===== config.mk =====
export PLATFORM = sky130hd
export DESIGN_NAME = esi_tag_tokenizer_core_flat
export DESIGN_NICKNAME = d
export VERILOG_FILES = /design/src/hw/rtl/esitt_pkg.sv /design/src/hw/rtl/esitt_ifs.sv /design/src/hw/rtl/esitt_parser.sv /design/src/hw/rtl/esi_tag_tokenizer_core.sv /design/src/flat_wrapper.sv
export SDC_FILE = /design/constraint.sdc
export NUM_CORES = 1
export LEC_CHECK = 0
export ABC_AREA = 1
export BUFFER_PORTS_ARGS = -buffer_cell sky130_fd_sc_hd__buf_2
export CAP_MARGIN = 20
export CORE_MARGIN = 2
export CORE_UTILIZATION = 49
export DETAILED_ROUTE_END_ITERATION = 6
export HOLD_SLACK_MARGIN = 0.08
export PLACE_DENSITY = 0.77
export SETUP_SLACK_MARGIN = 0.05
export SLEW_MARGIN = 20
export SYNTH_ARGS = -nofsm -noshare
export SYNTH_HDL_FRONTEND = slang
export SYNTH_SLANG_ARGS = --single-unit

===== constraint.sdc =====
create_clock -name clk -period 3.3 [get_ports clk]
set_clock_uncertainty 0.05 [all_clocks]
set_input_delay 0.66 -clock clk [delete_from_list [all_inputs] [get_ports clk]]
set_output_delay 0.66 -clock clk [all_outputs]
set_load 0.02 [all_outputs]

===== src/hw/rtl/esitt_pkg.sv =====
// Shared types, codes and constants of the ESI tag tokenizer.
package esitt_pkg;

  // Fixed limits of the tag grammar.
  localparam logic [5:0] COMMAND_MAX = 6'd32;
  localparam logic [5:0] KEY_MAX     = 6'd32;
  localparam logic [4:0] PARAMS_MAX  = 5'd16;
  localparam logic [2:0] INCLUDE_LEN = 3'd7;
  localparam logic [2:0] PREFIX_LEN  = 3'd4;

  // Configuration reset values.
  localparam logic [9:0] VALUE_LIMIT_RST = 10'd255;

  // Characters the parser looks for.
  localparam logic [7:0] CH_LT     = 8'h3C;
  localparam logic [7:0] CH_GT     = 8'h3E;
  localparam logic [7:0] CH_COLON  = 8'h3A;
  localparam logic [7:0] CH_SLASH  = 8'h2F;
  localparam logic [7:0] CH_EQ     = 8'h3D;
  localparam logic [7:0] CH_DQUOTE = 8'h22;
  localparam logic [7:0] CH_SQUOTE = 8'h27;
  localparam logic [7:0] CH_BSLASH = 8'h5C;
  localparam logic [7:0] CH_SPACE  = 8'h20;
  localparam logic [7:0] CH_CR     = 8'h0D;
  localparam logic [7:0] CH_LF     = 8'h0A;
  localparam logic [7:0] CH_TAB    = 8'h09;
  localparam logic [7:0] CH_E      = 8'h65;
  localparam logic [7:0] CH_S      = 8'h73;
  localparam logic [7:0] CH_I      = 8'h69;

  // Parser states.
  typedef enum logic [4:0] {
    S_START, S_TAG, S_TAG_E, S_TAG_S, S_TAG_COLON, S_PRECMD, S_CMD,
    S_PREPARAM, S_PARAM, S_PREEQ, S_PREVAL, S_DQ, S_SQ, S_QSYM, S_POSTPARAM,
    S_TAGEND, S_ERR, S_ERREND
  } state_t;

  // Result kinds.
  typedef enum logic [2:0] {
    KIND_TEXT, KIND_CMD, KIND_KEY, KIND_VALUE, KIND_TAG_OK, KIND_TAG_ERR
  } kind_t;

  // Tag error reasons.
  typedef enum logic [2:0] {
    ERR_NONE, ERR_SYNTAX, ERR_CMD_LONG, ERR_KEY_LONG, ERR_VALUE_LONG,
    ERR_UNKNOWN_CMD, ERR_TOO_MANY_PARAMS, ERR_EMPTY_URI
  } err_t;

  // Configuration register indexes.
  typedef enum logic [0:0] {
    REG_VALUE_LIMIT = 1'b0,
    REG_ERR_MUTE    = 1'b1
  } reg_idx_t;

  // Results caused by one request: a replay of held prefix bytes,
  // followed by at most one final result.
  typedef struct packed {
    logic [2:0] rep_cnt;
    logic       fin_vld;
    kind_t      fin_kind;
    logic [7:0] fin_byte;
    logic [4:0] fin_idx;
    err_t       fin_err;
  } bundle_t;

  // Byte i of the held prefix "<esi".
  function automatic logic [7:0] prefix_char(input logic [1:0] i);
    logic [7:0] ch;
    case (i)
      2'd0:    ch = CH_LT;
      2'd1:    ch = CH_E;
      2'd2:    ch = CH_S;
      default: ch = CH_I;
    endcase
    return ch;
  endfunction

  // Byte i of the only accepted command, "include".
  function automatic logic [7:0] cmd_char(input logic [2:0] i);
    logic [7:0] ch;
    case (i)
      3'd0:    ch = 8'h69;
      3'd1:    ch = 8'h6E;
      3'd2:    ch = 8'h63;
      3'd3:    ch = 8'h6C;
      3'd4:    ch = 8'h75;
      3'd5:    ch = 8'h64;
      3'd6:    ch = 8'h65;
      default: ch = 8'h00;
    endcase
    return ch;
  endfunction

  function automatic logic is_ws(input logic [7:0] c);
    return (c == CH_SPACE) || (c == CH_CR) || (c == CH_LF) || (c == CH_TAB);
  endfunction

endpackage


===== src/hw/rtl/esitt_ifs.sv =====
// Valid/ready channel interfaces for the body bytes and the tokenizer results.
interface esitt_in_if;
  logic       valid;
  logic       ready;
  logic [7:0] data_byte;

  modport source (output valid, output data_byte, input ready);
  modport sink (input valid, input data_byte, output ready);
endinterface

interface esitt_out_if;
  logic       valid;
  logic       ready;
  logic [2:0] kind;
  logic [7:0] out_byte;
  logic [4:0] param_index;
  logic [2:0] error_code;
  logic       last;

  modport source (
    output valid, output kind, output out_byte, output param_index,
    output error_code, output last, input ready
  );
  modport sink (
    input valid, input kind, input out_byte, input param_index,
    input error_code, input last, output ready
  );
endinterface


===== src/hw/rtl/esitt_parser.sv =====
// Tag parser: parse state and counters, and the results of each accepted byte.
module esitt_parser (
  input  logic                clk,
  input  logic                rst_n,
  input  logic                in_fire,
  input  logic [7:0]          data_byte,
  input  logic [9:0]          value_limit,
  input  logic                err_mute,
  output esitt_pkg::bundle_t  bundle
);
  import esitt_pkg::*;

  state_t      state_r, state_nxt;
  logic [2:0]  pm_r, pm_nxt;
  logic        erq_r, erq_nxt;
  logic [5:0]  cmd_len_r, cmd_len_nxt;
  logic        cmd_inc_r, cmd_inc_nxt;
  logic [5:0]  key_len_r, key_len_nxt;
  logic [9:0]  val_len_r, val_len_nxt;
  logic [4:0]  pcount_r, pcount_nxt;
  logic        fvn_r, fvn_nxt;
  err_t        err_r, err_nxt;

  logic [7:0]  want;
  state_t      want_next;
  logic [2:0]  rep_len;
  logic        store_ok;
  err_t        done_code;
  logic        ws;

  // State register, advanced once per accepted request.
  always_ff @(posedge clk) begin
    if (!rst_n) begin
      state_r   <= S_START;
      pm_r      <= '0;
      erq_r     <= 1'b0;
      cmd_len_r <= '0;
      cmd_inc_r <= 1'b1;
      key_len_r <= '0;
      val_len_r <= '0;
      pcount_r  <= '0;
      fvn_r     <= 1'b0;
      err_r     <= ERR_NONE;
    end else if (in_fire) begin
      state_r   <= state_nxt;
      pm_r      <= pm_nxt;
      erq_r     <= erq_nxt;
      cmd_len_r <= cmd_len_nxt;
      cmd_inc_r <= cmd_inc_nxt;
      key_len_r <= key_len_nxt;
      val_len_r <= val_len_nxt;
      pcount_r  <= pcount_nxt;
      fvn_r     <= fvn_nxt;
      err_r     <= err_nxt;
    end
  end

  // Helper terms shared by several states.
  always_comb begin
    ws       = is_ws(data_byte);
    rep_len  = (pm_r > PREFIX_LEN) ? PREFIX_LEN : pm_r;
    store_ok = val_len_r < value_limit;
    case (state_r)
      S_TAG: begin
        want      = CH_E;
        want_next = S_TAG_E;
      end
      S_TAG_E: begin
        want      = CH_S;
        want_next = S_TAG_S;
      end
      default: begin
        want      = CH_I;
        want_next = S_TAG_COLON;
      end
    endcase
    // Checks at the end of a well-formed tag, in priority order.
    if (!(cmd_inc_r && cmd_len_r == {3'b000, INCLUDE_LEN})) begin
      done_code = ERR_UNKNOWN_CMD;
    end else if (pcount_r > PARAMS_MAX) begin
      done_code = ERR_TOO_MANY_PARAMS;
    end else if (!fvn_r) begin
      done_code = ERR_EMPTY_URI;
    end else begin
      done_code = ERR_NONE;
    end
  end

  // Next state and results of the byte on the input.
  always_comb begin
    state_nxt   = state_r;
    pm_nxt      = pm_r;
    erq_nxt     = erq_r;
    cmd_len_nxt = cmd_len_r;
    cmd_inc_nxt = cmd_inc_r;
    key_len_nxt = key_len_r;
    val_len_nxt = val_len_r;
    pcount_nxt  = pcount_r;
    fvn_nxt     = fvn_r;
    err_nxt     = err_r;
    bundle      = '0;

    unique case (state_r) inside
      S_TAG, S_TAG_E, S_TAG_S, S_TAG_COLON: begin
        if (state_r != S_TAG_COLON && data_byte == want) begin
          pm_nxt    = pm_r + 3'd1;
          state_nxt = want_next;
        end else if (state_r == S_TAG_COLON && data_byte == CH_COLON) begin
          pm_nxt    = '0;
          err_nxt   = ERR_NONE;
          state_nxt = S_PRECMD;
        end else begin
          // Mismatch: replay the held prefix, then the byte unless it opens anew.
          bundle.rep_cnt = rep_len;
          if (data_byte == CH_LT) begin
            pm_nxt    = 3'd1;
            state_nxt = S_TAG;
          end else begin
            bundle.fin_vld  = 1'b1;
            bundle.fin_kind = KIND_TEXT;
            bundle.fin_byte = data_byte;
            pm_nxt          = '0;
            state_nxt       = S_START;
          end
        end
      end
      S_PRECMD: begin
        if (!ws) begin
          cmd_len_nxt     = 6'd1;
          cmd_inc_nxt     = data_byte == cmd_char(3'd0);
          pcount_nxt      = '0;
          fvn_nxt         = 1'b0;
          state_nxt       = S_CMD;
          bundle.fin_vld  = 1'b1;
          bundle.fin_kind = KIND_CMD;
          bundle.fin_byte = data_byte;
        end
      end
      S_CMD: begin
        if (ws) begin
          state_nxt = S_PREPARAM;
        end else if (data_byte == CH_SLASH) begin
          state_nxt = S_TAGEND;
        end else if (cmd_len_r >= COMMAND_MAX) begin
          err_nxt   = ERR_CMD_LONG;
          state_nxt = S_ERR;
        end else begin
          if (cmd_len_r >= {3'b000, INCLUDE_LEN} ||
              cmd_char(cmd_len_r[2:0]) != data_byte) begin
            cmd_inc_nxt = 1'b0;
          end
          cmd_len_nxt     = cmd_len_r + 6'd1;
          bundle.fin_vld  = 1'b1;
          bundle.fin_kind = KIND_CMD;
          bundle.fin_byte = data_byte;
        end
      end
      S_PREPARAM: begin
        if (ws) begin
          state_nxt = S_PREPARAM;
        end else if (data_byte == CH_SLASH) begin
          state_nxt = S_TAGEND;
        end else begin
          // A new key starts; the parameter count saturates one above the limit.
          if (pcount_r < PARAMS_MAX + 5'd1) begin
            pcount_nxt = pcount_r + 5'd1;
          end
          key_len_nxt     = 6'd1;
          val_len_nxt     = '0;
          state_nxt       = S_PARAM;
          bundle.fin_vld  = 1'b1;
          bundle.fin_kind = KIND_KEY;
          bundle.fin_byte = data_byte;
          bundle.fin_idx  = pcount_nxt;
        end
      end
      S_PARAM: begin
        if (ws) begin
          state_nxt = S_PREEQ;
        end else if (data_byte == CH_EQ) begin
          state_nxt = S_PREVAL;
        end else if (data_byte == CH_SLASH) begin
          err_nxt   = ERR_SYNTAX;
          state_nxt = S_ERREND;
        end else if (key_len_r >= KEY_MAX) begin
          err_nxt   = ERR_KEY_LONG;
          state_nxt = S_ERR;
        end else begin
          key_len_nxt     = key_len_r + 6'd1;
          bundle.fin_vld  = 1'b1;
          bundle.fin_kind = KIND_KEY;
          bundle.fin_byte = data_byte;
          bundle.fin_idx  = pcount_r;
        end
      end
      S_PREEQ: begin
        if (ws) begin
          state_nxt = S_PREEQ;
        end else if (data_byte == CH_EQ) begin
          state_nxt = S_PREVAL;
        end else begin
          err_nxt   = ERR_SYNTAX;
          state_nxt = (data_byte == CH_SLASH) ? S_ERREND : S_ERR;
        end
      end
      S_PREVAL: begin
        if (ws) begin
          state_nxt = S_PREVAL;
        end else if (data_byte == CH_DQUOTE) begin
          state_nxt = S_DQ;
        end else if (data_byte == CH_SQUOTE) begin
          state_nxt = S_SQ;
        end else begin
          err_nxt   = ERR_SYNTAX;
          state_nxt = (data_byte == CH_SLASH) ? S_ERREND : S_ERR;
        end
      end
      S_DQ, S_SQ, S_QSYM: begin
        if (state_r != S_QSYM &&
            data_byte == ((state_r == S_DQ) ? CH_DQUOTE : CH_SQUOTE)) begin
          state_nxt = S_POSTPARAM;
        end else begin
          if (state_r == S_QSYM) begin
            state_nxt = erq_r ? S_DQ : S_SQ;
          end else if (data_byte == CH_BSLASH) begin
            erq_nxt   = state_r == S_DQ;
            state_nxt = S_QSYM;
          end
          // Every stored value byte, escape included, needs room in the value.
          if (!store_ok) begin
            err_nxt   = ERR_VALUE_LONG;
            state_nxt = S_ERR;
          end else begin
            val_len_nxt = val_len_r + 10'd1;
            if (pcount_r == 5'd1) begin
              fvn_nxt = 1'b1;
            end
            bundle.fin_vld  = 1'b1;
            bundle.fin_kind = KIND_VALUE;
            bundle.fin_byte = data_byte;
            bundle.fin_idx  = pcount_r;
          end
        end
      end
      S_POSTPARAM: begin
        if (ws) begin
          state_nxt = S_PREPARAM;
        end else if (data_byte == CH_SLASH) begin
          state_nxt = S_TAGEND;
        end else begin
          err_nxt   = ERR_SYNTAX;
          state_nxt = S_ERR;
        end
      end
      S_TAGEND: begin
        if (data_byte == CH_GT) begin
          state_nxt = S_START;
          pm_nxt    = '0;
          if (done_code == ERR_NONE) begin
            bundle.fin_vld  = 1'b1;
            bundle.fin_kind = KIND_TAG_OK;
          end else if (!err_mute) begin
            bundle.fin_vld  = 1'b1;
            bundle.fin_kind = KIND_TAG_ERR;
            bundle.fin_err  = done_code;
          end
        end else begin
          err_nxt   = ERR_SYNTAX;
          state_nxt = S_ERR;
        end
      end
      S_ERR: begin
        if (data_byte == CH_SLASH) begin
          state_nxt = S_ERREND;
        end
      end
      S_ERREND: begin
        if (data_byte == CH_GT) begin
          state_nxt = S_START;
          pm_nxt    = '0;
          if (!err_mute) begin
            bundle.fin_vld  = 1'b1;
            bundle.fin_kind = KIND_TAG_ERR;
            bundle.fin_err  = (err_r != ERR_NONE) ? err_r : ERR_SYNTAX;
          end
        end else begin
          state_nxt = S_ERR;
        end
      end
      default: begin
        // Plain text; a '<' is held as the start of a possible tag.
        if (data_byte == CH_LT) begin
          pm_nxt    = 3'd1;
          state_nxt = S_TAG;
        end else begin
          pm_nxt          = '0;
          state_nxt       = S_START;
          bundle.fin_vld  = 1'b1;
          bundle.fin_kind = KIND_TEXT;
          bundle.fin_byte = data_byte;
        end
      end
    endcase
  end

endmodule


===== src/hw/rtl/esi_tag_tokenizer_core.sv =====
// Top level of the ESI tag tokenizer: configuration registers and result register.
// The first result of a request is presented in the cycle after it is accepted.
// Throughput: one byte per cycle while each byte yields at most one result and the
// output is ready; a byte that yields several results holds the single result register
// until all have left (up to 5, on a replay of the held "<esi" prefix plus the mismatching byte).
// Reset: rst_n is synchronous and active low; it clears the parse state, configuration and result register.
module esi_tag_tokenizer_core (
  input  logic        clk,
  input  logic        rst_n,
  esitt_in_if.sink    in_ch,
  esitt_out_if.source out_ch,
  input  logic        psel,
  input  logic        penable,
  input  logic        pwrite,
  input  logic [2:0]  paddr,
  input  logic [31:0] pwdata,
  output logic [31:0] prdata,
  output logic        pready
);
  import esitt_pkg::*;

  logic        in_fire;
  logic        out_fire;
  logic        out_done;
  logic        cfg_wr;
  reg_idx_t    cfg_idx;
  logic [9:0]  value_limit_r;
  logic        silent_r;
  bundle_t     new_bundle;
  bundle_t     bun_r;
  logic        bun_valid_r;
  logic [2:0]  rep_pos_r;
  logic        cur_rep;
  logic        new_has_items;

  // Configuration port: never inserts wait states.
  assign pready  = 1'b1;
  assign cfg_wr  = psel && penable && pwrite;
  assign cfg_idx = reg_idx_t'(paddr[2]);

  always_ff @(posedge clk) begin
    if (!rst_n) begin
      value_limit_r <= VALUE_LIMIT_RST;
      silent_r      <= 1'b0;
    end else if (cfg_wr) begin
      unique case (cfg_idx)
        REG_VALUE_LIMIT: value_limit_r <= pwdata[9:0];
        REG_ERR_MUTE:    silent_r      <= pwdata[0];
        default:         silent_r      <= silent_r;
      endcase
    end
  end

  always_comb begin
    unique case (cfg_idx)
      REG_VALUE_LIMIT: prdata = {22'd0, value_limit_r};
      REG_ERR_MUTE:    prdata = {31'd0, silent_r};
      default:         prdata = '0;
    endcase
  end

  // Parser.
  esitt_parser u_parser (
    .clk         (clk),
    .rst_n       (rst_n),
    .in_fire     (in_fire),
    .data_byte   (in_ch.data_byte),
    .value_limit (value_limit_r),
    .err_mute    (silent_r),
    .bundle      (new_bundle)
  );

  // Current result: replayed prefix bytes first, then the final result.
  always_comb begin
    cur_rep = rep_pos_r < bun_r.rep_cnt;
    if (cur_rep) begin
      out_ch.kind        = KIND_TEXT;
      out_ch.out_byte    = prefix_char(rep_pos_r[1:0]);
      out_ch.param_index = '0;
      out_ch.error_code  = ERR_NONE;
      out_ch.last        = (rep_pos_r + 3'd1 == bun_r.rep_cnt) && !bun_r.fin_vld;
    end else begin
      out_ch.kind        = bun_r.fin_kind;
      out_ch.out_byte    = bun_r.fin_byte;
      out_ch.param_index = bun_r.fin_idx;
      out_ch.error_code  = bun_r.fin_err;
      out_ch.last        = 1'b1;
    end
  end

  // Handshakes: a new request is taken when no result is pending or as the last pending result leaves.
  assign out_ch.valid  = bun_valid_r;
  assign out_fire      = out_ch.valid && out_ch.ready;
  assign out_done      = out_fire && out_ch.last;
  assign in_ch.ready   = !bun_valid_r || out_done;
  assign in_fire       = in_ch.valid && in_ch.ready;
  assign new_has_items = (new_bundle.rep_cnt != 3'd0) || new_bundle.fin_vld;

  // Result register and replay position.
  always_ff @(posedge clk) begin
    if (!rst_n) begin
      bun_valid_r <= 1'b0;
      rep_pos_r   <= '0;
    end else if (in_fire && new_has_items) begin
      bun_valid_r <= 1'b1;
      rep_pos_r   <= '0;
    end else if (out_done) begin
      bun_valid_r <= 1'b0;
    end else if (out_fire) begin
      rep_pos_r <= rep_pos_r + 3'd1;
    end
  end

  always_ff @(posedge clk) begin
    if (in_fire && new_has_items) begin
      bun_r <= new_bundle;
    end
  end

  // Checks.
  a_ready_when_empty : assert property (@(posedge clk) disable iff (!rst_n)
    !bun_valid_r |-> in_ch.ready)
    else $error("input stalled with no pending result");

  a_drain_empties : assert property (@(posedge clk) disable iff (!rst_n)
    (out_done && !in_fire) |=> !out_ch.valid)
    else $error("result still valid after its last one left");

  a_replay_bound : assert property (@(posedge clk) disable iff (!rst_n)
    bun_valid_r |-> (rep_pos_r <= bun_r.rep_cnt && bun_r.rep_cnt <= PREFIX_LEN))
    else $error("replay position out of range");

  a_no_empty_result : assert property (@(posedge clk) disable iff (!rst_n)
    bun_valid_r |-> (rep_pos_r < bun_r.rep_cnt || bun_r.fin_vld))
    else $error("result register holds nothing to send");

  a_single_last : assert property (@(posedge clk) disable iff (!rst_n)
    (out_fire && !out_ch.last) |=> (out_ch.valid && $stable(bun_r)))
    else $error("request results broken off before the last one");

endmodule

===== src/flat_wrapper.sv =====
// flat-port wrapper written by rule: the top's interface ports become plain ports
module esi_tag_tokenizer_core_flat import esitt_pkg::*;
  (clk, rst_n, psel, penable, pwrite, paddr, pwdata, prdata, pready, in_ch_valid, in_ch_data_byte, in_ch_ready, out_ch_valid, out_ch_kind, out_ch_out_byte, out_ch_param_index, out_ch_error_code, out_ch_last, out_ch_ready);
  esitt_in_if in_ch_i ();
  esitt_out_if out_ch_i ();
  input  logic clk;
  input  logic rst_n;
  input  logic psel;
  input  logic penable;
  input  logic pwrite;
  input  logic [2:0] paddr;
  input  logic [31:0] pwdata;
  output logic [31:0] prdata;
  output logic pready;
  input wire logic [$bits(in_ch_i.valid)-1:0] in_ch_valid;
  input wire logic [$bits(in_ch_i.data_byte)-1:0] in_ch_data_byte;
  output wire logic [$bits(in_ch_i.ready)-1:0] in_ch_ready;
  output wire logic [$bits(out_ch_i.valid)-1:0] out_ch_valid;
  output wire logic [$bits(out_ch_i.kind)-1:0] out_ch_kind;
  output wire logic [$bits(out_ch_i.out_byte)-1:0] out_ch_out_byte;
  output wire logic [$bits(out_ch_i.param_index)-1:0] out_ch_param_index;
  output wire logic [$bits(out_ch_i.error_code)-1:0] out_ch_error_code;
  output wire logic [$bits(out_ch_i.last)-1:0] out_ch_last;
  input wire logic [$bits(out_ch_i.ready)-1:0] out_ch_ready;
  assign in_ch_i.valid = in_ch_valid;
  assign in_ch_i.data_byte = in_ch_data_byte;
  assign in_ch_ready = in_ch_i.ready;
  assign out_ch_valid = out_ch_i.valid;
  assign out_ch_kind = out_ch_i.kind;
  assign out_ch_out_byte = out_ch_i.out_byte;
  assign out_ch_param_index = out_ch_i.param_index;
  assign out_ch_error_code = out_ch_i.error_code;
  assign out_ch_last = out_ch_i.last;
  assign out_ch_i.ready = out_ch_ready;
  esi_tag_tokenizer_core u_core (.clk(clk), .rst_n(rst_n), .in_ch(in_ch_i), .out_ch(out_ch_i), .psel(psel), .penable(penable), .pwrite(pwrite), .paddr(paddr), .pwdata(pwdata), .prdata(prdata), .pready(pready));
endmodule

-- Word-level counts from Yosys, hierarchy flattened
Cells that the tools add are included.
- flip-flop bits (word level): 79
- input port bits: 50
- output and inout port bits: 55
- word-level logic and storage cells: 307
- add/subtract/negate cells: 6
- magnitude comparators: 8
- equality and inequality tests: 78
- muxes and demuxes: 138
- bitwise gates (word level): 6
- reductions and logical operators: 51
- operators by type and width (cell ; number):
    $mux 5 ; 28
    $mux 17 ; 8
    $mux 3 ; 38
    $eq 8x6->1 const B ; 8
    $pmux 32 s2 ; 1
    $mux 12 ; 5
    $mux 6 ; 10
    $pmux 8 s7 ; 1
    $pmux 5 s11 ; 1
    $ne 2x2->1 const B ; 25
    $pmux 7 s7 ; 1
    $eq 5x4->1 const B ; 8
    $mux 10 ; 4
    $mux 8 ; 5
    $pmux 4 s9 ; 1
    $mux 15 ; 2
    $eq 8x4->1 const B ; 3
    $pmux 3 s8 ; 1
    $pmux 6 s2 ; 2
    $reduce_and 6->1 ; 4
    $pmux 7 s3 ; 1
    $eq 5x3->1 const B ; 4
    $mux 4 ; 5
    $pmux 10 s2 ; 1
    other kinds (57) ; 120

-- Logic depth before layout (Yosys ltp)
Gate-level depths: netlist (run 1).
- depth in word-level cells: 13
- mapped depth: 17
- gate-level depth less buffers: 17

-- By module
From an unflattened synthesis (run 1), not the netlist that was laid out.
- cell total of the unflattened synthesis: 908
- area total of the unflattened synthesis: 6023.3 µm²
- modules (own cells, without submodules) (module ; instances ; cells each ; area each (µm²) ; sequential area each (µm²)):
    esitt_parser ; 1 ; 680 ; 4018.9 ; 820.8
    esi_tag_tokenizer_core ; 1 ; 228 ; 2004.4 ; 991.0

-- Worst setup path after synthesis (run 1)
No wires, ideal clock.
- path type: input to register
- from: input in_ch_data_byte[3]
- to: register u_core.bun_r[0] (netlist name) (enable)
- setup time: 0.378 ns
- arrival time: 2.247 ns
- required time: 2.872 ns
- setup slack: 0.625 ns
- stages on the path: 16
- path buffers: 1
- path through: buf_4 inv_1 nor2_1 nand2_1 nand2_1 nand2_2 nand2_2 inv_2 nand2_1 nand2_1 nor2_1 nand2_1 nor2_1 nand2_1 nand2_1 inv_1
- cells in the longest elaborated chain, start to end: 8
- elaborated cells on any way between the ends: 36
- those cells by class: eq/ne: 11; mux: 16; reduce/logical: 9
- RTL lines (item ; RTL line ; source):
    from (decl) ; flat_wrapper.sv:16 ; input wire logic [$bits(in_ch_i.data_byte)-1:0] in_ch_data_byte;
    $eq 8x6->1 (tied with other cells) ; esitt_pkg.sv:95 ; return (c == CH_SPACE) || (c == CH_CR) || (c == CH_LF) || (c == CH_TAB);
    $logic_or 1x1->1 or $logic_and 1x1->1 (tied branches) ; esitt_pkg.sv:95, esitt_parser.sv:108 ;
    $logic_or 1x1->1 or $mux 15 (tied branches) ; esitt_pkg.sv:95, esitt_parser.sv:108 ;
    $logic_or 1x1->1 or $mux 15 (tied branches) ; esitt_pkg.sv:95, esitt_parser.sv:105 ;
    $mux 17 (tied with other cells) ; esitt_parser.sv:178 ; if (ws) begin
    $pmux 4 s9 or $reduce_bool 3->1 (tied branches) ; esitt_parser.sv:103, esi_tag_tokenizer_core.sv:97 ;
    $logic_or 1x1->1 * ; esi_tag_tokenizer_core.sv:97 ; assign new_has_items = (new_bundle.rep_cnt != 3'd0) || new_bundle.fin_vld;
    $logic_and 1x1->1 * ; esi_tag_tokenizer_core.sv:115 ; if (in_fire && new_has_items) begin
    to (signal assigned) ; esi_tag_tokenizer_core.sv:116 ; bun_r <= new_bundle;
    to (decl) ; esi_tag_tokenizer_core.sv:30 ; bundle_t bun_r;
Every way passes the cells marked *; elsewhere a longest branch is shown, timed or not.
A chain may end at the register's enable or synchronous reset.

-- Worst setup path after layout (run 1)
- from: register u_core.rep_pos_r[1]
- to: output out_ch_out_byte[6]
- cells in the longest elaborated chain, start to end: 3
- elaborated cells on any way between the ends: 6
- those cells by class: order compare: 1; eq/ne: 2; mux: 2; reduce/logical: 1
- RTL lines (item ; RTL line ; source):
    from (decl) ; esi_tag_tokenizer_core.sv:32 ; logic [2:0] rep_pos_r;
    from (signal assigned) ; esi_tag_tokenizer_core.sv:110 ; rep_pos_r <= rep_pos_r + 3'd1;
    $eq 2x2->1 (tied with other cells) ; esitt_pkg.sv:69 ; case (i)
    $pmux 7 s3 ; esitt_pkg.sv:69 ;
    $mux 8 * ; esi_tag_tokenizer_core.sv:76 ; if (cur_rep) begin
    to (decl) ; flat_wrapper.sv:20 ; output wire logic [$bits(out_ch_i.out_byte)-1:0] out_ch_out_byte;
Marks and branches as above.

==> metrics.cfg, run 1 <==
[critical_path]
crit_buf_inv=3
cp-start-kind=register
path_class=register to output pin
r2r.worst_path.cells=12
path_cells=ha_1 -> inv_1 -> o21bai_1 -> a21oi_2 -> clkinv_1 -> or2_2 -> nand2_1 -> buf_2
endpoint_kind=output pin
crit_path_end=out_ch_out_byte[6]
rrSetupSlack_ns=0.41
r2r_start=u_core.rep_pos_r[0]$_SDFFE_PP0P_
crit_fanout=10
r2r_end=u_core.bun_r[17]$_DFFE_PP_
worst_path_largest_cell_delay_ns=0.46
required_ns=2.59
cp_slowest_cell=dfxtp_1
startpoint=u_core.rep_pos_r[1]$_SDFFE_PP0P_
crit_family=flip-flops
cp.depth=8
worstPathArrival_ns=2.18

[placement]
dp_hpwl_mm=11.35
port_buffers=57
gp_congestion=0.9583

[routing]
viasPerCell=5.214
drc=0
detail-route-antenna-nets=0
num_vias=5819
first_pass_iters=5
wl_per_cell_um=13.15
wirelength_mm=14.67
drt_iter0_markers=493

[timing]
finalHoldViolCount=0
tns_ns=0
worst_slew_pin_slew_ns=0.8973
finalCriticalPeriod_ns=2.893
setup_violations=0
slew_headroom_pct=39.96
post-route-period-util_pct=87.67
rsz0062_at_grt=no
report.final.slew_viol_count=0
max_freq_mhz=345.6

[logic_synthesis]
async_reset_ff_share_pct=0
ys_top_cells_by_count=194 x nand2_1, 129 x nor2_1, 116 x inv_1
yosysWarnings=0
synth_cells=910
synth-seq-cells=79
synth_flop_cell=dfxtp_1
ys_seq_area_share_pct=30.48
synthTopCellsByArea=dfxtp_1 19%, nand2_1 12%, edfxtp_1 12%
synth_edf_count=23
syn_avg_cell_area_um2=6.532
synth.most_common_cell=nand2_1
synth_top_cell_by_area=dfxtp_1
ys_types=44
synth_top_area_share_pct=18.86
synthesis.area_mm2=0.005944

[floorplanning]
initial_utilization_pct=49.91
core-area_mm2=0.01191
rows=40
io_pins=105
die_h_um=114.1
die_w_um=114.1
dieArea_mm2=0.01303

[run]
cap_viol_max_count=0

[global_route]
grt_use_total_pct=23.42
antenna_found_initial=0
grt_max_degree=29
grt_pass1_vias=5258
grt_pass1_wl_mm=24.43
grt_overflow=0

[layout]
num-fill-cells=1185
area_growth_pct=10.36
fin_nets=1046
final_util_pct=55.07
drive_gt1_share_pct=12.59
antenna_cells=0

[clock_network]
cts_num_sinks=79
cts_setup_buffers=0
cts_resized=0
cts_made_buffers=9
clock_path_buffers=2
insertion_delay_ns=0.35
hold_buffers=0
path_clk_slew_ns=0.06
cts_root_buffer=clkbuf_16
tritoncts=built
htree_levels=3

[status]
status=finished, final reports clean

[pwr]
powerDensity_mw_per_mm2=352.8
power.leakage_nw=3.210
peakVddDrop_mv=0.2555

[worst_hold_path]
hold_path.class=register to register

worst min path at each step:
stage | startpoint | end | slack [ns] | cells after the start
2_1_floorplan | u_core.u_parser.cmd_inc_r$_SDFFE_PN1P_ | u_core.u_parser.cmd_inc_r$_SDFFE_PN1P_ | 0.38 | 2
3_3_place_gp | u_core.u_parser.cmd_inc_r$_SDFFE_PN1P_ | u_core.u_parser.cmd_inc_r$_SDFFE_PN1P_ | 0.41 | 2
3_5_place_dp | u_core.u_parser.cmd_inc_r$_SDFFE_PN1P_ | u_core.u_parser.cmd_inc_r$_SDFFE_PN1P_ | 0.41 | 2
4_1_cts | u_core.u_parser.cmd_inc_r$_SDFFE_PN1P_ | u_core.u_parser.cmd_inc_r$_SDFFE_PN1P_ | 0.42 | 2
5_1_grt | u_core.u_parser.cmd_inc_r$_SDFFE_PN1P_ | u_core.u_parser.cmd_inc_r$_SDFFE_PN1P_ | 0.45 | 2
6_report | u_core.u_parser.cmd_inc_r$_SDFFE_PN1P_ | u_core.u_parser.cmd_inc_r$_SDFFE_PN1P_ | 0.43 | 2
per-layer routing:
metal / share of wire [%] / up-vias / GRT usage [%] / wire length [um]
met5: 0 / - / 0 / 0
li1: - / 3023 / - / -
met2: 47 / 175 / 39.84 / 6910
met3: 5.3 / 28 / 4.553 / 782
met4: 2.3 / 0 / 9.268 / 340
met1: 45 / 2593 / 29.27 / 6640
kinds of logic after synthesis:
group	share of synthesized area [%]
other	0.1263
DFF	30.48
AOI/OAI and AO/OA	12.38
xor gates and xnor gates	2.652
and+or+nand+nor	34.92
buffers and inverters	12.71
adders and majority gates	6.735
cells in the final DEF (no fill, tap or decap), types with 3 or more instances in the layout:
| cell type | instances |
|---|---|
| o21ai_0 | 54 |
| inv_1 | 116 |
| buf_4 | 4 |
| nor2_2 | 12 |
| conb_1 | 23 |
| and3_1 | 3 |
| buf_2 | 57 |
| xnor2_1 | 3 |
| o21ai_1 | 3 |
| nor2_1 | 129 |
| or2_2 | 4 |
| inv_2 | 14 |
| clkbuf_16 | 9 |
| nand4_1 | 23 |
| a21oi_1 | 58 |
| clkinv_2 | 3 |
| nand2_2 | 5 |
| edfxtp_1 | 23 |
| nand2_1 | 194 |
| o211ai_1 | 3 |
| dfxtp_1 | 56 |
| nand3_1 | 72 |
| nand3_2 | 5 |
| xor2_1 | 15 |
| nand3b_1 | 3 |
| ha_1 | 32 |
| o21bai_1 | 3 |
| nor3_1 | 17 |
report_power, final:
part / switching [mW] / internal (mW) / total [mW]
clock network: 0.404 / 0.602 / 1.01
logic: 0.195 / 0.0732 / 0.268
registers: 0.0106 / 1.03 / 1.04
area by class of cell:
type                    instances  area (um2)  area share (%)
clock buffers                  10       239.0           3.643
multi-input cells             681        3456           52.68
repair buffers                 61       315.3           4.806
inverters                     132       495.5           7.553
well taps                     147       183.9           2.804
clock inverters                 6       58.81          0.8964
flip-flops and latches         79        1812           27.62
stage by stage:
stage          instance area (um2)  hold WS, ns  instances  power (mW)  setup slack, ns
2_1_floorplan                 6023       0.3785        931       1.266           0.6248
3_3_place_gp                  6262       0.4077       1100       1.323           0.3905
3_5_place_dp                  6262       0.4068       1100       1.328           0.3607
4_1_cts                       6560       0.4229       1116       2.332           0.3846
5_1_grt                       6560       0.4507       1116       2.404           0.1425
6_report                      6560       0.4290       1116       2.315           0.4068
tightest hold or removal path, cell delays in order, from the launching register on:
cell     delay (ns)
dfxtp_1        0.33
nand2_1        0.06
nand3_1        0.06
registers in the layout (all words and copies together) (netlist names), 3 cells and up:
signal,count
u_core.u_parser.err_r,3
u_core.u_parser.pm_r,3
u_core.u_parser.state_r,5
u_core.u_parser.cmd_len_r,6
u_core.u_parser.pcount_r,5
u_core.value_limit_r,10
u_core.u_parser.key_len_r,6
u_core.u_parser.val_len_r,10
u_core.bun_r,23
u_core.rep_pos_r,3
No activity file was read; power rests on OpenSTA's default activity.
==> run 2: changes to the inputs <==
--- a/config.mk
+++ b/config.mk
@@ -7,12 +7,13 @@
 export LEC_CHECK = 0
 export ABC_AREA = 1
 export BUFFER_PORTS_ARGS = -buffer_cell sky130_fd_sc_hd__buf_2
-export CAP_MARGIN = 20
+export CAP_MARGIN = 40
 export CORE_MARGIN = 2
 export CORE_UTILIZATION = 49
 export DETAILED_ROUTE_END_ITERATION = 6
 export HOLD_SLACK_MARGIN = 0.08
 export PLACE_DENSITY = 0.77
+export REMOVE_ABC_BUFFERS = 1
 export SETUP_SLACK_MARGIN = 0.05
 export SLEW_MARGIN = 20
 export SYNTH_ARGS = -nofsm -noshare
==> metrics.cfg, run 2 (same netlist as run 1, synthesis figures left out) <==
[critical_path]
crit_path_end=out_ch_out_byte[0]
crit_family=buffers and inverters
crit_buf_inv=3  ; unchanged
worst_path_largest_cell_delay_ns=0.45  ; about the same
worstPathArrival_ns=2.34  ; +0.16 ns
required_ns=2.59  ; about the same
r2r_end=u_core.u_parser.key_len_r[1]$_SDFFE_PN0P_
cp_slowest_cell=dfxtp_1
r2r_start=u_core.rep_pos_r[0]$_SDFFE_PP0P_
cp.depth=8  ; unchanged
endpoint_kind=output pin
rrSetupSlack_ns=0.51  ; +0.10 ns
path_class=register to output pin
crit_fanout=10  ; unchanged
startpoint=u_core.rep_pos_r[1]$_SDFFE_PP0P_
cp-start-kind=register
path_cells=ha_1 -> inv_1 -> o21bai_1 -> a21oi_2 -> clkinv_1 -> or2_2 -> nand2_1 -> buf_2
r2r.worst_path.cells=13  ; +1

[layout]
area_growth_pct=10.92
final_common_cell=nand2_1
largest_reg_flops=23  ; unchanged
antenna_cells=0  ; unchanged
mostFrequentLayoutCells=194 x nand2_1, 129 x nor2_1, 116 x inv_1
regMostFlops=u_core.bun_r
drive_gt1_share_pct=12.95  ; +0.36 points
fin_nets=1050  ; +0.38%
reg.largest.list=u_core.bun_r (23), u_core.u_parser.val_len_r (10), u_core.value_limit_r (10)

[floorplanning]
io_pins=105  ; unchanged
die_h_um=114.1  ; unchanged
initial_utilization_pct=49.91  ; unchanged
die_w_um=114.1  ; unchanged
core-area_mm2=0.01191  ; unchanged
rows=40  ; unchanged
dieArea_mm2=0.01303  ; unchanged

[placement]
place_ws_ns=0.4747  ; +0.1140 ns
gp_congestion=0.9988  ; +4.2%
port_buffers=57  ; unchanged
dp_hpwl_mm=11.03  ; -2.8%

[clock_network]
insertion_delay_ns=0.35  ; about the same
hold_buffers=0  ; unchanged
cts_made_buffers=9  ; unchanged
clock_path_buffers=2  ; unchanged
htree_levels=3  ; unchanged
tritoncts=built
cts_setup_buffers=0  ; unchanged
cts_root_buffer=clkbuf_16
path_clk_slew_ns=0.06  ; about the same
cts_num_sinks=79  ; unchanged
cts_resized=0  ; unchanged

[timing]
rsz0062_at_grt=no
worst_slew_pin_slew_ns=0.5980  ; -0.2993 ns
setup_slack_ns=0.2484  ; -0.1584 ns
max_freq_mhz=327.7  ; -5.2%
report.final.slew_viol_count=0  ; unchanged
whs_ns=0.4177  ; -0.01130 ns
setup_violations=0  ; unchanged
slew_headroom_pct=59.83  ; +20 points
finalHoldViolCount=0  ; unchanged
tns_ns=0  ; unchanged
post-route-period-util_pct=92.47  ; +4.8 points
finalCriticalPeriod_ns=3.052  ; +0.1584 ns

[status]
status=finished, final reports clean

[routing]
drc=0  ; unchanged
detail-route-antenna-nets=0  ; unchanged
num_vias=5785  ; -0.58%
wirelength_mm=14.12  ; -3.8%
drt_iter0_markers=512  ; +3.9%
wl_per_cell_um=12.61  ; -4.1%
first_pass_iters=5  ; unchanged
viasPerCell=5.165  ; -0.94%

[global_route]
grt_use_total_pct=22.01  ; -1.4 points
grt_pass1_vias=4956  ; -5.7%
antenna_found_initial=0  ; unchanged
grt_overflow=0  ; unchanged
grt_max_degree=29  ; unchanged
grt_pass1_wl_mm=23.35  ; -4.4%

[pwr]
powerDensity_mw_per_mm2=347.3  ; -1.6%
peakVddDrop_mv=0.1942  ; -24%
power.leakage_nw=3.231  ; +0.64%

[worst_hold_path]
hold_path.class=register to register

[run]
cap_viol_max_count=0  ; unchanged

-- run 2: cell types whose count changed in the layout (fill, tap and decap cells not counted), sizes merged --
cell,delta
buf,+4
bufinv,-1
clkinv,+1
clkinvlp,-1
inv,+1
-- run 2: how the worst min path moves through the flow --
| stage | from | cells past startpoint | to |
|---|---|---|---|
| global route | u_core.u_parser.cmd_inc_r$_SDFFE_PN1P_ | 2 | u_core.u_parser.cmd_inc_r$_SDFFE_PN1P_ |
| finish | u_core.u_parser.cmd_inc_r$_SDFFE_PN1P_ | 2 | u_core.u_parser.cmd_inc_r$_SDFFE_PN1P_ |
| CTS | u_core.u_parser.cmd_inc_r$_SDFFE_PN1P_ | 2 | u_core.u_parser.cmd_inc_r$_SDFFE_PN1P_ |
| detailed placement | u_core.u_parser.cmd_inc_r$_SDFFE_PN1P_ | 2 | u_core.u_parser.cmd_inc_r$_SDFFE_PN1P_ |
| global placement | u_core.u_parser.cmd_inc_r$_SDFFE_PN1P_ | 2 | u_core.u_parser.cmd_inc_r$_SDFFE_PN1P_ |
| floorplan | u_core.u_parser.cmd_inc_r$_SDFFE_PN1P_ | 2 | u_core.u_parser.cmd_inc_r$_SDFFE_PN1P_ |
-- run 2: final cells by class --
class / count / area, um2
fillers: 1141 / 5318
multi-input cells: 681 / 3456
flip-flops and latches: 79 / 1812
inverters: 132 / 495.5
repair buffers: 65 / 345.3
clock buffers: 10 / 250.2
well taps: 147 / 183.9
clock inverters: 6 / 51.30
-- run 2: metal layers --
metal / track usage [%] / vias up / share of wire (%)
met5: 0 / - / 0
met4: 11.38 / 0 / 3.8
met3: 3.388 / 41 / 5.3
met2: 34.40 / 187 / 45
met1: 29.49 / 2538 / 46
li1: - / 3019 / -
-- run 2: report_power, final --
group	switching, mW	internal [mW]	leakage, nW
Sequential	0.0101	1.03	0.674
Clock	0.416	0.565	0.150
Combinational	0.192	0.0767	2.41
Total	0.618	1.67	3.23
-- run 2: worst reg2reg max path, stage by stage, from the launching register on --
cell and delay (ns):
dfxtp_1 0.39, inv_1 0.15, ha_1 0.31, nor2_1 0.10, o21ai_0 0.08, nor2_1 0.10, nand3_1 0.12, nand3_1 0.11
nand3_1 0.23, buf_4 0.24, nor2_1 0.13, nand2_1 0.21, o21ai_1 0.36, nor2_1 0.09
-- run 2: per-stage QoR --
stage | util, % | instance area, um2 | instances | power [mW]
2_1_floorplan | - | 5763 | 892 | 1.233
3_3_place_gp | 52.76 | 6285 | 1103 | 1.326
3_5_place_dp | 52.76 | 6285 | 1103 | 1.329
4_1_cts | 55.29 | 6586 | 1119 | 2.306
5_1_grt | 55.36 | 6594 | 1120 | 2.389
6_report | 55.36 | 6594 | 1120 | 2.290
==> run 3: changes to the inputs <==
--- a/config.mk
+++ b/config.mk
@@ -15,7 +15,7 @@
 export PLACE_DENSITY = 0.77
 export REMOVE_ABC_BUFFERS = 1
 export SETUP_SLACK_MARGIN = 0.05
-export SLEW_MARGIN = 20
 export SYNTH_ARGS = -nofsm -noshare
 export SYNTH_HDL_FRONTEND = slang
+export SYNTH_HIERARCHICAL = 1
 export SYNTH_SLANG_ARGS = --single-unit
==> constraint.sdc (replaced) <==
create_clock -name clk -period 3.6 [get_ports clk]
set_clock_uncertainty 0.05 [all_clocks]
set_input_delay 0.72 -clock clk [delete_from_list [all_inputs] [get_ports clk]]
set_output_delay 0.72 -clock clk [all_outputs]
set_load 0.02 [all_outputs]
==> metrics.cfg, run 3 <==
[layout]
final_common_cell=nand2_1
largest_reg_flops=23  ; unchanged
fin_nets=1046  ; -0.38%
antenna_cells=0  ; unchanged
drive_gt1_share_pct=15.79  ; +2.8 points
mostFrequentLayoutCells=198 x nand2_1, 129 x inv_1, 129 x nor2_1
final_util_pct=55.27  ; -0.086 points
multi_input_area_mm2=0.003465  ; +0.25%
regArea_mm2=0.001812  ; unchanged
regMostFlops=u_core/bun_r
area_growth_pct=10.22
reg.largest.list=u_core/bun_r (23), u_core/u_parser/val_len_r (10), u_core/value_limit_r (10)
num-fill-cells=1163  ; +1.9%

[global_route]
grt_pass1_vias=5043  ; +1.8%
grt_use_total_pct=21.56  ; -0.45 points
grt_pass1_wl_mm=23.25  ; -0.41%
antenna_found_initial=0  ; unchanged
grt_max_degree=28  ; -3.4%
grt_overflow=0  ; unchanged

[timing]
setup_violations=0  ; unchanged
report.final.slew_viol_count=0  ; unchanged
max_freq_mhz=316.3
setup_slack_ns=0.4383  ; +0.1899 ns
rsz0062_at_grt=no
finalCriticalPeriod_ns=3.162
tns_ns=0  ; unchanged
finalHoldViolCount=0  ; unchanged
post-route-period-util_pct=87.82
worst_slew_pin_slew_ns=0.5717  ; -0.02623 ns
slew_headroom_pct=61.84  ; +2.0 points

[logic_synthesis]
synthesis.area_mm2=0.006023  ; +1.3%
synth_cells=908  ; -0.22%
synth_top_cell_by_area=dfxtp_1
async_reset_ff_share_pct=0  ; unchanged
ys_types=49  ; +11%
yosysWarnings=6  ; +6
synthTopCellsByArea=dfxtp_1 19%, nand2_1 12%, edfxtp_1 11%
synth-seq-cells=79  ; unchanged
ys_seq_area_share_pct=30.08  ; -0.40 points
synth_top_area_share_pct=18.61  ; -0.25 points
ys_top_cells_by_count=198 x nand2_1, 129 x inv_1, 129 x nor2_1
synth.most_common_cell=nand2_1
synth_edf_count=23  ; unchanged
synth_flop_cell=dfxtp_1
syn_avg_cell_area_um2=6.634  ; +1.5%

[floorplanning]
dieArea_mm2=0.01320  ; +1.3%
core-area_mm2=0.01201  ; +0.84%
die_w_um=114.9  ; +0.64%
initial_utilization_pct=50.15  ; +0.24 points
io_pins=105  ; unchanged
rows=40  ; unchanged
die_h_um=114.9  ; +0.64%

[routing]
wl_per_cell_um=12.65  ; +0.31%
viasPerCell=5.195  ; +0.58%
first_pass_iters=6  ; +1
drc=0  ; unchanged
detail-route-antenna-nets=0  ; unchanged
drt_iter0_markers=444  ; -13%
wirelength_mm=14.11  ; about the same
num_vias=5798  ; +0.22%

[pwr]
intPower_mw=1.538  ; -8.0%
clock_power_share_pct=43.5  ; +0.6 points
share_comb_of_total_power_pct=11.0  ; -0.7 points
powerDensity_mw_per_mm2=313.6  ; -9.7%
total_power_mw=2.082  ; -9.1%
peakVddDrop_mv=0.1544  ; -20%
switchingPower_mw=0.5445  ; -12%
power.leakage_nw=3.194  ; -1.1%
seq_power_share_pct=45.5  ; about the same
switching_share_pct=26.15  ; -0.84 points

[run]
cap_viol_max_count=0  ; unchanged

[critical_path]
rrSetupSlack_ns=0.44  ; -0.07 ns
r2r.worst_path.cells=16  ; +3
r2r_start=u_core/rep_pos_r[1]$_SDFFE_PP0P_
cp-start-kind=register
worstPathArrival_ns=3.38  ; +1.04 ns
path_class=register to register
endpoint_kind=register
r2r_end=u_core/u_parser/val_len_r[4]$_SDFFE_PN0P_
required_ns=3.82  ; +1.23 ns
crit_fanout=13  ; +3

[clock_network]
path_clk_slew_ns=0.06  ; about the same
cts_resized=0  ; unchanged
tritoncts=built
cts_setup_buffers=0  ; unchanged
cts_num_sinks=79  ; unchanged
insertion_delay_ns=0.34  ; about the same
cts_root_buffer=clkbuf_16
htree_levels=3  ; unchanged
cts_made_buffers=9  ; unchanged
clock_path_buffers=2  ; unchanged
hold_buffers=0  ; unchanged

[worst_hold_path]
holdPathEnd=u_core/value_limit_r[9]$_SDFFE_PN0P_
hold-path-cell-count=2  ; unchanged
hold_path.class=register to register
min_from=u_core/value_limit_r[9]$_SDFFE_PN0P_

[placement]
place_ws_ns=0.4565  ; -0.01819 ns
gp_congestion=0.9851  ; -1.4%
dp_hpwl_mm=11.00  ; -0.30%
port_buffers=57  ; unchanged

[status]
status=finished, final reports clean

## run 3: cell types whose count changed in the layout (fill, tap and decap cells not counted), sizes merged, moves of 4 or more
cell    change
o211ai      +5
o21ai       -9
a21oi      -17
nand3      -13
nand2      +12
nor3b       +5
inv        +18
nor3        +4
xor2        -8
## run 3: worst max-delay path by stage
stage	cells past startpoint	endpoint	start	slack (ns)
2_1_floorplan	14	u_core/bun_r[0]$_DFFE_PP_	in_ch_data_byte[6]	0.80
3_3_place_gp	17	u_core/u_parser/val_len_r[5]$_SDFFE_PN0P_	u_core/rep_pos_r[0]$_SDFFE_PP0P_	0.50
3_5_place_dp	16	u_core/u_parser/val_len_r[4]$_SDFFE_PN0P_	u_core/rep_pos_r[1]$_SDFFE_PP0P_	0.46
4_1_cts	16	u_core/u_parser/val_len_r[4]$_SDFFE_PN0P_	u_core/rep_pos_r[1]$_SDFFE_PP0P_	0.42
5_1_grt	16	u_core/u_parser/val_len_r[0]$_SDFFE_PN0P_	u_core/rep_pos_r[0]$_SDFFE_PP0P_	0.1
6_report	16	u_core/u_parser/val_len_r[4]$_SDFFE_PN0P_	u_core/rep_pos_r[1]$_SDFFE_PP0P_	0.44
## run 3: metal layers
metal | share of wire [%] | global-route usage (%) | up-vias
li1 | - | - | 2996
met3 | 6.4 | 3.637 | 31
met2 | 46 | 35.88 | 191
met4 | 2.8 | 8.996 | 0
met5 | 0 | 0 | -
met1 | 45 | 27.75 | 2580
## run 3: cell type report
| cell class | instances | area share, % |
|---|---|---|
| Multi-Input combinational cell | 664 | 52.19 |
| Sequential cell | 79 | 27.29 |
| Inverter | 148 | 8.368 |
| Timing Repair Buffer | 62 | 4.862 |
| Clock buffer | 11 | 3.977 |
| Tap cell | 147 | 2.770 |
| Clock inverter | 5 | 0.5466 |
## run 3: kinds of logic (layout without fill, tap and decap cells)
family / count (synthesis) / in the layout / share of synthesized area, %
other cells: 2 / 23 / 0.1247
compound gates: 119 / 119 / 11.22
buf+inv: 186 / 226 / 13.71
fa+ha+maj: 32 / 32 / 6.647
xor+xnor: 8 / 8 / 1.163
flops: 79 / 79 / 30.08
simple gates: 482 / 482 / 37.06
## run 3: per-stage QoR
step                      instances  instance area (um2)  hold WS, ns
after detailed placement       1100                 6339       0.4166
final                          1116                 6639       0.4256
after global placement         1100                 6339       0.4177
after global routing           1116                 6639       0.4550
after floorplan                 891                 5832       0.3941
after CTS                      1116                 6639       0.4274
## run 3: power by group through the flow
stage / clock network [mW] / logic [mW] / registers [mW]
2_1_floorplan: 0 / 0.151 / 0.966
3_3_place_gp: 0 / 0.226 / 0.966
3_5_place_dp: 0 / 0.228 / 0.967
4_1_cts: 0.924 / 0.229 / 0.947
5_1_grt: 0.970 / 0.256 / 0.949
6_report: 0.906 / 0.229 / 0.947
## run 3: critical path, cell delays in order, from the launching register on
cell     delay (ns)
dfxtp_1        0.46
inv_1          0.12
ha_1           0.32
inv_2          0.05
nand2_1        0.05
nand2_1        0.06
nor2_2         0.09
nand3_2        0.13
nand3_2        0.12
nand2_1        0.08
nor2_1         0.43
o21ai_1        0.19
a21oi_1        0.19
nand3_2        0.27
inv_2          0.24
nand4_1        0.11
a21oi_1        0.14
